[src/hw/rtl/slcg_pkg.sv]
// Package for the shuffled LCG random generator.
// Holds field widths, LCG constants, the modulus reciprocal and the
// command and status structs shared by the controller and the datapath.
package slcg_pkg;

  localparam int unsigned ValW       = 20;  // LCG values and results
  localparam int unsigned SeedW      = 18;  // start seed register
  localparam int unsigned ProdW      = 30;  // a*x + c before reduction
  localparam int unsigned QuoW       = 11;  // quotient of ProdW by the modulus
  localparam int unsigned RecipShift = 40;
  localparam int unsigned RecipW     = 21;

  localparam logic [ValW-1:0]  LcgM      = 20'd714025;
  localparam int unsigned      LcgA      = 1366;
  localparam logic [ValW-1:0]  LcgC      = 20'd150889;
  localparam logic [SeedW-1:0] SeedReset = 18'd54813;

  // floor(2^RecipShift / M): the quotient estimate is low by at most one.
  localparam logic [RecipW-1:0] LcgRecip =
      RecipW'((64'd1 << RecipShift) / 64'd714025);

  typedef struct packed {
    logic init_seed;      // seed <- start value
    logic cnt_clear;      // fill counter to zero
    logic fill_write;     // table[cnt] <- lcg, seed <- lcg, cnt++
    logic last_from_lcg;  // last <- lcg, seed <- lcg
    logic idx_latch;      // hold index, read table at it
    logic last_from_ram;  // last <- table read data
    logic draw_commit;    // table[idx] <- lcg, seed <- lcg, load outputs
  } slcg_cmd_t;

  typedef struct packed {
    logic fill_end;       // counter has reached the table depth
  } slcg_status_t;

endpackage

[src/hw/rtl/slcg_ram.sv]
// Generic single-port RAM with registered read data.
// No dependencies; contents are undefined until written.
module slcg_ram #(
  parameter int unsigned Width = 20,
  parameter int unsigned Depth = 97
) (
  input  logic                     clk_i,
  input  logic [$clog2(Depth)-1:0] addr_i,
  input  logic                     we_i,
  input  logic [Width-1:0]         wdata_i,
  output logic [Width-1:0]         rdata_o
);

  logic [Width-1:0] mem_q [Depth];
  logic [Width-1:0] rdata_q;

  always_ff @(posedge clk_i) begin
    if (we_i) begin
      mem_q[addr_i] <= wdata_i;
    end
    rdata_q <= mem_q[addr_i];
  end

  assign rdata_o = rdata_q;

endmodule

[src/hw/rtl/slcg_modred.sv]
// Two-stage reduction of a product-sum by the LCG modulus.
// Uses slcg_pkg for widths, the modulus and its reciprocal.
module slcg_modred (
  input  logic                        clk_i,
  input  logic [slcg_pkg::ProdW-1:0]  x_i,
  output logic [slcg_pkg::QuoW-1:0]   quo_o,
  output logic [slcg_pkg::ValW-1:0]   rem_o
);

  localparam int unsigned PW = slcg_pkg::ProdW + slcg_pkg::RecipW;

  logic [slcg_pkg::ProdW-1:0] x_q;
  logic [slcg_pkg::ProdW-1:0] x1_q;
  logic [PW-1:0]              p_q;
  logic [slcg_pkg::QuoW-1:0]  q_est;
  logic [slcg_pkg::ProdW-1:0] qm;
  logic [slcg_pkg::ValW:0]    r0;

  // Free running: the operand, then the reciprocal product, are registered.
  always_ff @(posedge clk_i) begin
    x_q  <= x_i;
    x1_q <= x_q;
    p_q  <= PW'(x_q) * PW'(slcg_pkg::LcgRecip);
  end

  always_comb begin
    q_est = p_q[slcg_pkg::RecipShift +: slcg_pkg::QuoW];
    qm    = slcg_pkg::ProdW'(slcg_pkg::ProdW'(q_est) * slcg_pkg::ProdW'(slcg_pkg::LcgM));
    // The estimate may be one short, leaving a remainder below twice the modulus.
    r0    = (slcg_pkg::ValW + 1)'(x1_q - qm);
    if (r0 >= (slcg_pkg::ValW + 1)'(slcg_pkg::LcgM)) begin
      rem_o = slcg_pkg::ValW'(r0 - (slcg_pkg::ValW + 1)'(slcg_pkg::LcgM));
      quo_o = q_est + slcg_pkg::QuoW'(1);
    end else begin
      rem_o = slcg_pkg::ValW'(r0);
      quo_o = q_est;
    end
  end

endmodule

[src/hw/rtl/slcg_datapath.sv]
// Datapath: start seed register, LCG and index reduction units, shuffle
// table RAM, fill counter and result registers. Uses slcg_pkg, slcg_modred, slcg_ram.
module slcg_datapath #(
  parameter int unsigned TableDepth = 97
) (
  input  logic                        clk_i,
  input  logic                        rst_ni,
  input  logic                        cfg_we_i,
  input  logic [slcg_pkg::SeedW-1:0]  cfg_wdata_i,
  input  slcg_pkg::slcg_cmd_t         cmd_i,
  output slcg_pkg::slcg_status_t      status_o,
  output logic [slcg_pkg::ValW-1:0]   deviate_o,
  output logic [slcg_pkg::ValW-1:0]   seed_now_o
);

  localparam int unsigned IdxW = $clog2(TableDepth);
  localparam int unsigned CntW = $clog2(TableDepth + 1);
  localparam int unsigned VW   = slcg_pkg::ValW;
  localparam int unsigned XW   = slcg_pkg::ProdW;

  logic [slcg_pkg::SeedW-1:0] start_seed_q;
  logic [VW-1:0]              seed_q, last_q, deviate_q, seed_now_q;
  logic [IdxW-1:0]            idx_q;
  logic [CntW-1:0]            cnt_q;

  logic [XW-1:0]              lcg_x, idx_x;
  logic [slcg_pkg::QuoW-1:0]  lcg_quo, idx_quo;
  logic [VW-1:0]              lcg_rem, idx_rem;
  logic [IdxW-1:0]            idx_now, ram_addr;
  logic [VW-1:0]              ram_rdata;
  logic [slcg_pkg::SeedW-1:0] seed_nz;
  logic [VW-1:0]              seed_init;

  assign lcg_x   = XW'(XW'(slcg_pkg::LcgA) * XW'(seed_q)) + XW'(slcg_pkg::LcgC);
  assign idx_x   = XW'(XW'(TableDepth) * XW'(last_q));
  assign idx_now = idx_quo[IdxW-1:0];

  slcg_modred u_lcg (
    .clk_i (clk_i),
    .x_i   (lcg_x),
    .quo_o (lcg_quo),
    .rem_o (lcg_rem)
  );

  slcg_modred u_index (
    .clk_i (clk_i),
    .x_i   (idx_x),
    .quo_o (idx_quo),
    .rem_o (idx_rem)
  );

  always_comb begin
    if (cmd_i.fill_write) begin
      ram_addr = cnt_q[IdxW-1:0];
    end else if (cmd_i.draw_commit) begin
      ram_addr = idx_q;
    end else begin
      ram_addr = idx_now;
    end
  end

  slcg_ram #(
    .Width (VW),
    .Depth (TableDepth)
  ) u_table (
    .clk_i   (clk_i),
    .addr_i  (ram_addr),
    .we_i    (cmd_i.fill_write | cmd_i.draw_commit),
    .wdata_i (lcg_rem),
    .rdata_o (ram_rdata)
  );

  // A zero start seed counts as one; the offset from the increment is taken
  // as a magnitude.
  always_comb begin
    seed_nz = (start_seed_q == '0) ? slcg_pkg::SeedW'(1) : start_seed_q;
    if (VW'(seed_nz) <= slcg_pkg::LcgC) begin
      seed_init = slcg_pkg::LcgC - VW'(seed_nz);
    end else begin
      seed_init = VW'(seed_nz) - slcg_pkg::LcgC;
    end
  end

  always_ff @(posedge clk_i or negedge rst_ni) begin
    if (!rst_ni) begin
      start_seed_q <= slcg_pkg::SeedReset;
      cnt_q        <= '0;
    end else begin
      if (cfg_we_i) begin
        start_seed_q <= cfg_wdata_i;
      end
      if (cmd_i.cnt_clear) begin
        cnt_q <= '0;
      end else if (cmd_i.fill_write) begin
        cnt_q <= cnt_q + CntW'(1);
      end
    end
  end

  always_ff @(posedge clk_i) begin
    if (cmd_i.init_seed) begin
      seed_q <= seed_init;
    end else if (cmd_i.fill_write || cmd_i.last_from_lcg || cmd_i.draw_commit) begin
      seed_q <= lcg_rem;
    end
    if (cmd_i.last_from_lcg) begin
      last_q <= lcg_rem;
    end else if (cmd_i.last_from_ram) begin
      last_q <= ram_rdata;
    end
    if (cmd_i.idx_latch) begin
      idx_q <= idx_now;
    end
    if (cmd_i.draw_commit) begin
      deviate_q  <= last_q;
      seed_now_q <= lcg_rem;
    end
  end

  assign status_o.fill_end = (cnt_q == CntW'(TableDepth));
  assign deviate_o         = deviate_q;
  assign seed_now_o        = seed_now_q;

`ifndef NO_ASSERTIONS
  a_commit_idx_range: assert property (@(posedge clk_i) disable iff (!rst_ni)
      cmd_i.draw_commit |-> (32'(idx_q) < TableDepth))
    else $error("draw writes back outside the shuffle table");
  a_lcg_reduced: assert property (@(posedge clk_i) disable iff (!rst_ni)
      (cmd_i.fill_write || cmd_i.draw_commit) |-> (lcg_rem < slcg_pkg::LcgM))
    else $error("LCG value not reduced below the modulus");
`endif

endmodule

[src/hw/rtl/slcg_ctrl.sv]
// Controller state machine for the shuffled LCG generator: table fill on
// first or reseed request, then the draw sequence. Uses slcg_pkg.
module slcg_ctrl (
  input  logic                   clk_i,
  input  logic                   rst_ni,
  input  logic                   start_i,
  input  logic                   reseed_i,
  output logic                   busy_o,
  output logic                   result_valid_o,
  output slcg_pkg::slcg_cmd_t    cmd_o,
  input  slcg_pkg::slcg_status_t status_i
);

  typedef enum logic [9:0] {
    StIdle = 10'b00_0000_0001,
    StInit = 10'b00_0000_0010,
    StF0   = 10'b00_0000_0100,
    StF1   = 10'b00_0000_1000,
    StF2   = 10'b00_0001_0000,
    StW0   = 10'b00_0010_0000,
    StW1   = 10'b00_0100_0000,
    StD0   = 10'b00_1000_0000,
    StD1   = 10'b01_0000_0000,
    StD2   = 10'b10_0000_0000
  } slcg_state_e;

  slcg_state_e state_q, state_d;
  logic        primed_q, primed_d;
  logic        result_valid_q, result_valid_d;

  always_comb begin
    state_d        = state_q;
    primed_d       = primed_q;
    result_valid_d = 1'b0;
    cmd_o          = '0;
    case (state_q)
      StIdle: begin
        if (start_i) begin
          state_d = (reseed_i || !primed_q) ? StInit : StD0;
        end
      end
      StInit: begin
        cmd_o.init_seed = 1'b1;
        cmd_o.cnt_clear = 1'b1;
        state_d         = StF0;
      end
      StF0: state_d = StF1;
      StF1: state_d = StF2;
      StF2: begin
        // One step past the table gives the first last-output value.
        if (status_i.fill_end) begin
          cmd_o.last_from_lcg = 1'b1;
          primed_d            = 1'b1;
          state_d             = StW0;
        end else begin
          cmd_o.fill_write = 1'b1;
          state_d          = StF0;
        end
      end
      // The wait states let the index unit take up the new last-output value.
      StW0: state_d = StW1;
      StW1: state_d = StD0;
      StD0: begin
        cmd_o.idx_latch = 1'b1;
        state_d         = StD1;
      end
      StD1: begin
        cmd_o.last_from_ram = 1'b1;
        state_d             = StD2;
      end
      StD2: begin
        cmd_o.draw_commit = 1'b1;
        result_valid_d    = 1'b1;
        state_d           = StIdle;
      end
      default: state_d = StIdle;
    endcase
  end

  always_ff @(posedge clk_i or negedge rst_ni) begin
    if (!rst_ni) begin
      state_q        <= StIdle;
      primed_q       <= 1'b0;
      result_valid_q <= 1'b0;
    end else begin
      state_q        <= state_d;
      primed_q       <= primed_d;
      result_valid_q <= result_valid_d;
    end
  end

  assign busy_o         = (state_q != StIdle);
  assign result_valid_o = result_valid_q;

`ifndef NO_ASSERTIONS
  a_fast_draw_latency: assert property (@(posedge clk_i) disable iff (!rst_ni)
      (start_i && !busy_o && primed_q && !reseed_i) |-> ##4 result_valid_q)
    else $error("draw from a primed table did not finish in four cycles");
  a_strobe_single: assert property (@(posedge clk_i) disable iff (!rst_ni)
      result_valid_q |=> !result_valid_q)
    else $error("result strobe held for more than one cycle");
  a_draw_primed: assert property (@(posedge clk_i) disable iff (!rst_ni)
      (state_q == StD0) |-> primed_q)
    else $error("draw started before the table was filled");
`endif

endmodule

[src/hw/rtl/shuffled_lcg_random_generator_unit.sv]
// Top level of the shuffled LCG random generator (97-entry shuffle table).
// Joins slcg_ctrl and slcg_datapath; uses slcg_pkg.
//
//  channel   handshake                ports
//  -------   ----------------------   ----------------------------------
//  request   start & !busy            reseed_i
//  result    result_valid_o strobe    deviate_o, seed_now_o
//  config    cfg_we_i                 cfg_wdata_i (start seed)
//
// A draw from a filled table runs StD0, StD1 and StD2 and then goes idle, ready
// for the next request; the result strobe is registered in StD2. The first
// request after reset, and any request with reseed set, first refills the table
// in TableDepth + 1 LCG steps, each through StF0, StF1 and StF2 for the two-stage
// modulus reduction, between StInit and the wait states StW0 and StW1.
// Reset clears the controller and restores the start seed to its reset value.
// Results are shown for one cycle only; the receiver cannot stall them.
module shuffled_lcg_random_generator_unit #(
  parameter int unsigned TableDepth = 97
) (
  input  logic                        clk_i,
  input  logic                        rst_ni,
  input  logic                        start,
  output logic                        busy,
  input  logic                        reseed_i,
  input  logic                        cfg_we_i,
  input  logic [slcg_pkg::SeedW-1:0]  cfg_wdata_i,
  output logic                        result_valid_o,
  output logic [slcg_pkg::ValW-1:0]   deviate_o,
  output logic [slcg_pkg::ValW-1:0]   seed_now_o
);

  slcg_pkg::slcg_cmd_t    cmd;
  slcg_pkg::slcg_status_t status;

  slcg_ctrl u_ctrl (
    .clk_i          (clk_i),
    .rst_ni         (rst_ni),
    .start_i        (start),
    .reseed_i       (reseed_i),
    .busy_o         (busy),
    .result_valid_o (result_valid_o),
    .cmd_o          (cmd),
    .status_i       (status)
  );

  slcg_datapath #(
    .TableDepth (TableDepth)
  ) u_datapath (
    .clk_i       (clk_i),
    .rst_ni      (rst_ni),
    .cfg_we_i    (cfg_we_i),
    .cfg_wdata_i (cfg_wdata_i),
    .cmd_i       (cmd),
    .status_o    (status),
    .deviate_o   (deviate_o),
    .seed_now_o  (seed_now_o)
  );

endmodule

[config.mk]
export PLATFORM = sky130hd
export DESIGN_NAME = shuffled_lcg_random_generator_unit
export DESIGN_NICKNAME = d
export VERILOG_FILES = /design/src/hw/rtl/slcg_pkg.sv /design/src/hw/rtl/slcg_ram.sv /design/src/hw/rtl/slcg_modred.sv /design/src/hw/rtl/slcg_datapath.sv /design/src/hw/rtl/slcg_ctrl.sv /design/src/hw/rtl/shuffled_lcg_random_generator_unit.sv
export SDC_FILE = /design/constraint.sdc
export NUM_CORES = 2
export LEC_CHECK = 0
export ABC_CLOCK_PERIOD_IN_PS = 11200
export BUFFER_PORTS_ARGS = -buffer_cell sky130_fd_sc_hd__buf_2
export CAP_MARGIN = 20
export CORE_UTILIZATION = 50
export CTS_BUF_LIST = sky130_fd_sc_hd__clkbuf_8
export CTS_CLUSTER_DIAMETER = 30
export DETAILED_ROUTE_END_ITERATION = 12
export PLACE_DENSITY = 0.67
export SETUP_SLACK_MARGIN = 0.2
export SYNTH_ARGS = -nofsm -noshare
export SYNTH_HDL_FRONTEND = slang
export SYNTH_SLANG_ARGS = --single-unit
[constraint.sdc]
create_clock -name clk_i -period 11.2 [get_ports clk_i]
set_clock_uncertainty 0.05 [all_clocks]
set_input_delay 0.56 -clock clk_i [delete_from_list [all_inputs] [get_ports clk_i]]
set_output_delay 0.56 -clock clk_i [all_outputs]
set_load 0.01 [all_outputs]
# Word level (Yosys, flattened, before mapping)

Memory sizes are Yosys's and may differ from the RTL's. A register that Yosys moved wholly into a read port is not among the register bits.
Cells that the tools add are included.

Register bits: 320
Memory bits (writable): 1940
Bits of input ports: 23
Output and inout bits: 42
Logic and storage cells: 82
Memories kept: 1

Memory list:

| name                     | depth | width | read ports | clocked after Yosys merged registers in | write ports | line           | RTL |
|---|---|---|---|---|---|---|---|
| u_datapath.u_table.mem_q | 97    | 20    | 1          | 1                                       | 1           | slcg_ram.sv:14 | `logic [Width-1:0] mem_q [Depth];` |

Add/sub/neg operators: 8
Multiply operators: 6
Order comparisons: 3
Equality and inequality tests: 13
Muxes and demuxes: 25
Bitwise gates (word level): 1
Reductions and logical operators: 9

Operators with widths:

| cell                                                                    | number |
|---|---|
| 20-bit 2-to-1 mux                                                       | 6 |
| 10-bit case mux with 9 select lines                                     | 1 |
| 30-bit by 20-bit multiplier with 50-bit output, second input constant   | 1 |
| 27-bit by 20-bit multiplier with 47-bit output, second input constant   | 1 |
| 21-bit by 20-bit >= comparator with 1-bit output, second input constant | 2 |
| 21-bit subtractor                                                       | 2 |
| 7-bit 2-to-1 mux                                                        | 5 |
| 30-bit by 18-bit adder with 30-bit output, second input constant        | 1 |
| 10-bit by 20-bit multiplier with 29-bit output, first input constant    | 1 |
| 7-bit by 20-bit multiplier with 27-bit output, first input constant     | 1 |
| 11-bit by 20-bit multiplier with 21-bit output, second input constant   | 1 |
| 8-bit by 20-bit multiplier with 21-bit output, second input constant    | 1 |
| 20-bit subtractor, second input constant                                | 1 |
| 18-bit by 18-bit subtractor with 19-bit output, first input constant    | 1 |
| 18-bit by 18-bit subtractor with 19-bit output, second input constant   | 1 |
| 18-bit less-or-equal comparator, second input constant                  | 1 |
| 18-bit zero test                                                        | 1 |
| 18-bit 2-to-1 mux                                                       | 1 |
| 7-bit by 1-bit adder with 7-bit output, second input constant           | 2 |
| 10-bit by 1-bit equality test with 1-bit output, second input constant  | 1 |
| 10-bit equality test, second input constant                             | 1 |
| 10-bit by 2-bit equality test with 1-bit output, second input constant  | 1 |
| 10-bit by 3-bit equality test with 1-bit output, second input constant  | 1 |
| 10-bit by 4-bit equality test with 1-bit output, second input constant  | 1 |
| 18 further kinds                                                        | 29 |

# Longest topological paths before layout

Word-level depth: 7
Mapped depth: 29
Mapped depth without buffers: 28

# Hierarchy

Synthesis repeated with hierarchy kept, for this count alone.

Cells, all modules: 8739
Area, all modules: 119422.0 um^2

By module, submodules not included:

| module                           | times used | cells an instance | area an instance (um^2) | seq. area each (um^2) |
|---|---|---|---|---|
| slcg_ram                         | 1          | 4384              | 74721.7                 | 58656.3 |
| slcg_modred (u_datapath.u_lcg)   | 1          | 1563              | 16248.1                 | 1241.2 |
| slcg_modred (u_datapath.u_index) | 1          | 1585              | 16208.0                 | 1241.2 |
| slcg_datapath                    | 1          | 1143              | 11599.9                 | 3249.4 |
| slcg_ctrl                        | 1          | 64                | 644.4                   | 301.5 |

# Worst setup path after synthesis

OpenSTA, ideal clock, no wires.

Kind: flip-flop to flip-flop
Start point: reg u_datapath.u_lcg.p_q[41]
End point: reg u_datapath.seed_now_q[16] (netlist: u_datapath.seed_now_o[16]) (data pin)
Library setup time: 771 ps
Arrival: 7954 ps
Required time: 10379 ps
Setup slack: 2425 ps
Cell stages (with the launch flop): 24
Buffers on the path: 1
Period minus slack after synthesis: 8775 ps
Path through: dfxtp_1 -> ha_1 -> inv_1 -> fa_1 -> inv_1 -> ha_1 -> ha_1 -> fa_1 -> inv_1 -> ha_1 -> nor2b_1 -> o21ai_0 -> a21boi_0 -> o21a_1 -> o21ai_0 -> a211oi_1 -> o41a_1 -> o2111a_1 -> or4_1 -> nand2_1 -> a311o_1 -> clkbuf_1 -> a21boi_0 -> xnor2_1

Cells in the longest elaborated chain, start to end: 4
Elaborated cells on any way between the ends: 5

RTL lines:

| element                                                                                      | line                                 | RTL |
|---|---|---|
| from (decl)                                                                                  | slcg_modred.sv:14                    | `logic [PW-1:0] p_q;` |
| from (signal assigned)                                                                       | slcg_modred.sv:23                    | `p_q <= PW'(x_q) * PW'(slcg_pkg::LcgRecip);` |
| 11-bit by 20-bit multiplier with 21-bit output (*)                                           | slcg_modred.sv:28                    | `qm = slcg_pkg::ProdW'(slcg_pkg::ProdW'(q_est) * slcg_pkg::ProdW'(slcg_pkg::LcgM));` |
| 21-bit subtractor (*)                                                                        | slcg_modred.sv:30                    | `r0 = (slcg_pkg::ValW + 1)'(x1_q - qm);` |
| 20-bit subtractor / 21-bit by 20-bit >= comparator with 1-bit output (equally long branches) | slcg_modred.sv:32, slcg_modred.sv:31 |  |
| 20-bit 2-to-1 mux (*)                                                                        | slcg_modred.sv:31                    | `if (r0 >= (slcg_pkg::ValW + 1)'(slcg_pkg::LcgM)) begin` |
| via u_datapath.lcg_rem[16]                                                                   | slcg_datapath.sv:28                  | `logic [VW-1:0] lcg_rem, idx_rem;` |
| to (signal assigned)                                                                         | slcg_datapath.sv:116                 | `seed_now_q <= lcg_rem;` |
| to (decl)                                                                                    | slcg_datapath.sv:22                  | `logic [VW-1:0] seed_q, last_q, deviate_q, seed_now_q;` |

Mark *: on every way through the listed nets, which the timed path passes. The rest lies on a longest branch.
A chain may end at the register's enable or synchronous reset.

# Worst setup path after layout

Start point: reg u_datapath.u_index.p_q[41]
End point: reg u_datapath.u_table.rdata_q[4] (netlist: u_datapath.u_table.rdata_o[4]) (read register of u_datapath.u_table.mem_q)

Cells in the longest elaborated chain, start to end: 6
Elaborated cells on any way between the ends: 7

RTL lines:

| element                                          | line                | RTL |
|---|---|---|
| from (decl)                                      | slcg_modred.sv:14   |  |
| from (signal assigned)                           | slcg_modred.sv:23   |  |
| 8-bit by 20-bit multiplier with 21-bit output    | slcg_modred.sv:28   |  |
| 21-bit subtractor                                | slcg_modred.sv:30   |  |
| 21-bit by 20-bit >= comparator with 1-bit output | slcg_modred.sv:31   |  |
| 7-bit 2-to-1 mux (*)                             | slcg_modred.sv:31   |  |
| 7-bit 2-to-1 mux (*)                             | slcg_datapath.sv:55 | `end else if (cmd_i.draw_commit) begin` |
| 7-bit 2-to-1 mux (*)                             | slcg_datapath.sv:53 | `if (cmd_i.fill_write) begin` |
| to (decl)                                        | slcg_ram.sv:15      | `logic [Width-1:0] rdata_q;` |

Mark *: on every way between the ends. The rest lies on a longest branch, timed or not.

==> impl_results.md <==
* Detailed-route DRC error count at 0
* Clock Latency Late Sink at 1.13 ns
* Syn Inst Count at 8687
* Yosys top cell by area: edfxtp_1
* Die span in x at 488 um
* Largest net degree at the start of global routing at 152
* HPWL after detailed placement at 207000 um
* Unrepaired setup endpoints after global routing: no
* Via density at 5.79
* FMAX at 105 MHz
* First-pass DRT Iterations at 8
* Top FF cell, synth: edfxtp_1
* Final setup viols at 0
* Yosys warns at 0
* Fin. Hold Viols at 0
* Post_cts resized at 0
* Avg Synthesized Cell Area at 13.6 um^2
* Setup TNS at 0 ns
* R2r setup slk at 1.72 ns
* Initial antenna violation count at 13
* Max cap viols at 0
* Vias in the first global route at 73800
* Iteration-0 DRC Markers at 7166
* Core ar. at 235000 um^2
* Antenna-violating nets left at 0
* Row cnt at 178
* Final wirelength at 313000 um
* Asr flop ratio synth at 0.0168
* Max Slew Vio Count at 0
* Clock sinks at 2200
* CTS H-tree depth at 5
* Routability cong. at 0.907
* Final period util at 0.846
* Clock transition at path regs at 0.06 ns
* Port buffer count at 64
* Slew @ Worst Pin at 1.43 ns
* Tot GR Track Use at 0.263
* Syn_nets at 10200
* CTS Root Cell: clkbuf_8
* Post-route cell area at 132000 um^2
* Dpl cell area at 124000 um^2
* Final #Nets at 10600
* Layout cells sized above 1 at 0.130
* Post-synth EDFFs at 2027
* CP startpoint kind: flop
* Ports at 65
* Gr ovfl total at 0
* Post-synthesis cell area at 118000 um^2
* Chip height at 488 um
* Synth Register Bits at 2200
* Vias at 72900
* Initial Utilization at 0.503
* CTS Buf Count at 414
* Synth-to-Final Area Change at 12.0%
* Largest cells by area after synthesis: edfxtp_1 51%, fa_1 12%, ha_1 8.1%
* Worst path required time at 11.99 ns
* Top-area cell type share of the netlist area at 0.515
* Status: finished, final reports clean
* Final WS setup at 1.72 ns
* CP Class: flop to flop
* First-pass GRT wire length at 467000 um
* FILL cells at 18800
* CP Data Arrival Time at 10.27 ns
* Crit path max fanout at 33
* Synth unique cells at 98
* Worst Hold Class: input pin to flop
* Register area share after synthesis at 0.546
* Relative slew slack at 0.0383
* Mean routed wirelength per cell at 24.9 um
* Die area at 238000 um^2
* CTS tree: done
* Max clock buf depth at 4
* Fin crit period at 9.48 ns
* Element type at the critical path end: flop
* Post-place setup slack at 1.86 ns
-- worst paths after layout --
path                                               startpoint                                 endpoint  cells after the start
max                        u_datapath.u_index.p_q[41]$_DFF_P_    u_datapath.u_table.rdata_o[4]$_DFF_P_                     24
min                                                  cfg_we_i  u_datapath.start_seed_q[12]$_DFFE_PN1P_                      2
max reg2reg                u_datapath.u_index.p_q[41]$_DFF_P_    u_datapath.u_table.rdata_o[4]$_DFF_P_                     24
min reg2reg                    u_datapath.seed_q[0]$_DFFE_PP_          u_datapath.u_lcg.x_q[1]$_DFF_P_                      0
max in group asynchronous                              rst_ni          u_datapath.cnt_q[6]$_DFFE_PN0P_                      2
min in group asynchronous                              rst_ni   u_datapath.start_seed_q[5]$_DFFE_PN0P_                      2
-- synthesized netlist by cell type (all sizes together), types with 47 or more instances --
cell and instances:
nor2 200, dfxtp 136, o22ai 119, mux2i 554
mux2 160, buf 160, a32o 130, xor2 47
ha 765, nor3 120, a21o 58, and3 56
a21oi 275, clkbuf 168, inv 1127, a22o 119
nand3 131, nor4 69, xnor2 137, o21ai 158
edfxtp 2027, fa 718, nand2 737
-- what timing repair did --
action                                  4_1_cts  5_1_grt
endpoints found under the setup margin        0        0
endpoints found under the hold margin        48        0
setup buffers                                 0        0
hold buffers                                 43        0
-- final cells by class --
| class | count | area (um^2) | share of cell area |
|---|---|---|---|
| clock inverters | 305 | 2320 | 0.0175 |
| well taps | 3150 | 3940 | 0.0298 |
| repair buffers | 339 | 2770 | 0.0209 |
| multi-input cells | 5030 | 48700 | 0.368 |
| diodes | 7 | 17.5 | 0.000132 |
| inverters | 1129 | 4270 | 0.0322 |
| flip-flops and latches | 2200 | 64500 | 0.487 |
| clock buffers | 429 | 5900 | 0.0446 |
-- worst max-delay path, cell delays in order, from the launching register on --
cell	delay (ns)
dfxtp_1	0.70
ha_1	0.35
ha_1	0.27
inv_1	0.05
fa_1	0.53
inv_1	0.05
fa_1	0.48
inv_1	0.04
ha_1	0.45
o211ai_1	0.17
a211oi_1	0.47
nor4b_2	0.16
o31ai_1	0.48
xor2_1	0.16
or3_4	0.43
o211a_4	0.28
o2111ai_1	0.31
nand3_2	0.62
buf_4	0.54
nor2_4	0.85
buf_4	0.33
a32o_1	0.18
nor3_1	0.05
nor4_1	0.96
o211ai_1	0.26
-- cells by family (layout without fill, tap and decap cells) --
logic type,after synthesis,after routing,synth area share
other,0,7,0
buffers and inverters,1457,2202,0.0480
XOR/XNOR,186,186,0.0140
AO/OA/AOI/OAI,1197,1197,0.0719
multiplexers,714,714,0.0621
flip-flops,2200,2200,0.546
adder cells (fa/ha/maj),1483,1483,0.202
AND/OR/NAND/NOR,1450,1450,0.0559
-- state kept, by name (all words and copies together) (netlist names) --
signal / cells
u_datapath.u_lcg.x_q: 29
u_datapath.u_index.x1_q: 20
u_ctrl.result_valid_o: 1
u_datapath.u_table.rdata_o: 20
u_datapath.idx_q: 7
u_datapath.last_q: 20
u_datapath.seed_q: 20
u_datapath.cnt_q: 7
u_datapath.start_seed_q: 18
u_datapath.u_table.mem_q: 1940
u_datapath.u_lcg.x1_q: 20
u_datapath.deviate_o: 20
u_datapath.u_index.x_q: 27
u_ctrl.primed_q: 1
u_ctrl.state_q: 10
u_datapath.u_index.p_q: 9
u_datapath.seed_now_o: 20
u_datapath.u_lcg.p_q: 11
-- layout by cell type, fill, tap and decap left out, types with 69 or more instances in the layout --
cell type / n
clkinv_1: 69
fa_1: 718
clkbuf_8: 429
buf_4: 196
nand3_1: 125
ha_1: 765
a22o_1: 119
inv_1: 1208
nor2_1: 131
nor3_1: 101
a32o_1: 130
mux2_2: 160
xnor2_1: 135
o21ai_0: 152
o22ai_1: 119
dfxtp_1: 136
a21oi_1: 275
buf_2: 73
mux2i_1: 553
nand2_1: 737
edfxtp_1: 2027
-- through the flow --
step	cells	hold WS, ns	util
after floorplan	8687	0.214	-
after global placement	11800	0.422	0.525
after detailed placement	11800	0.444	0.525
after CTS	12600	0.00415	0.562
after global routing	12600	0.0613	0.563
final	12600	0.0795	0.563
-- layer usage --
layer | vias to the layer above | GRT usage | part of all wire
li1 | 32100 | - | -
met1 | 37000 | 0.357 | 0.41
met2 | 3098 | 0.422 | 0.47
met3 | 641 | 0.0471 | 0.081
met4 | 2 | 0.0967 | 0.036
met5 | - | 0 | 0.000022
Power is left out: the tool's default activity adds up to more than one toggle a clock period on the data nets, which glitch-free logic cannot reach.
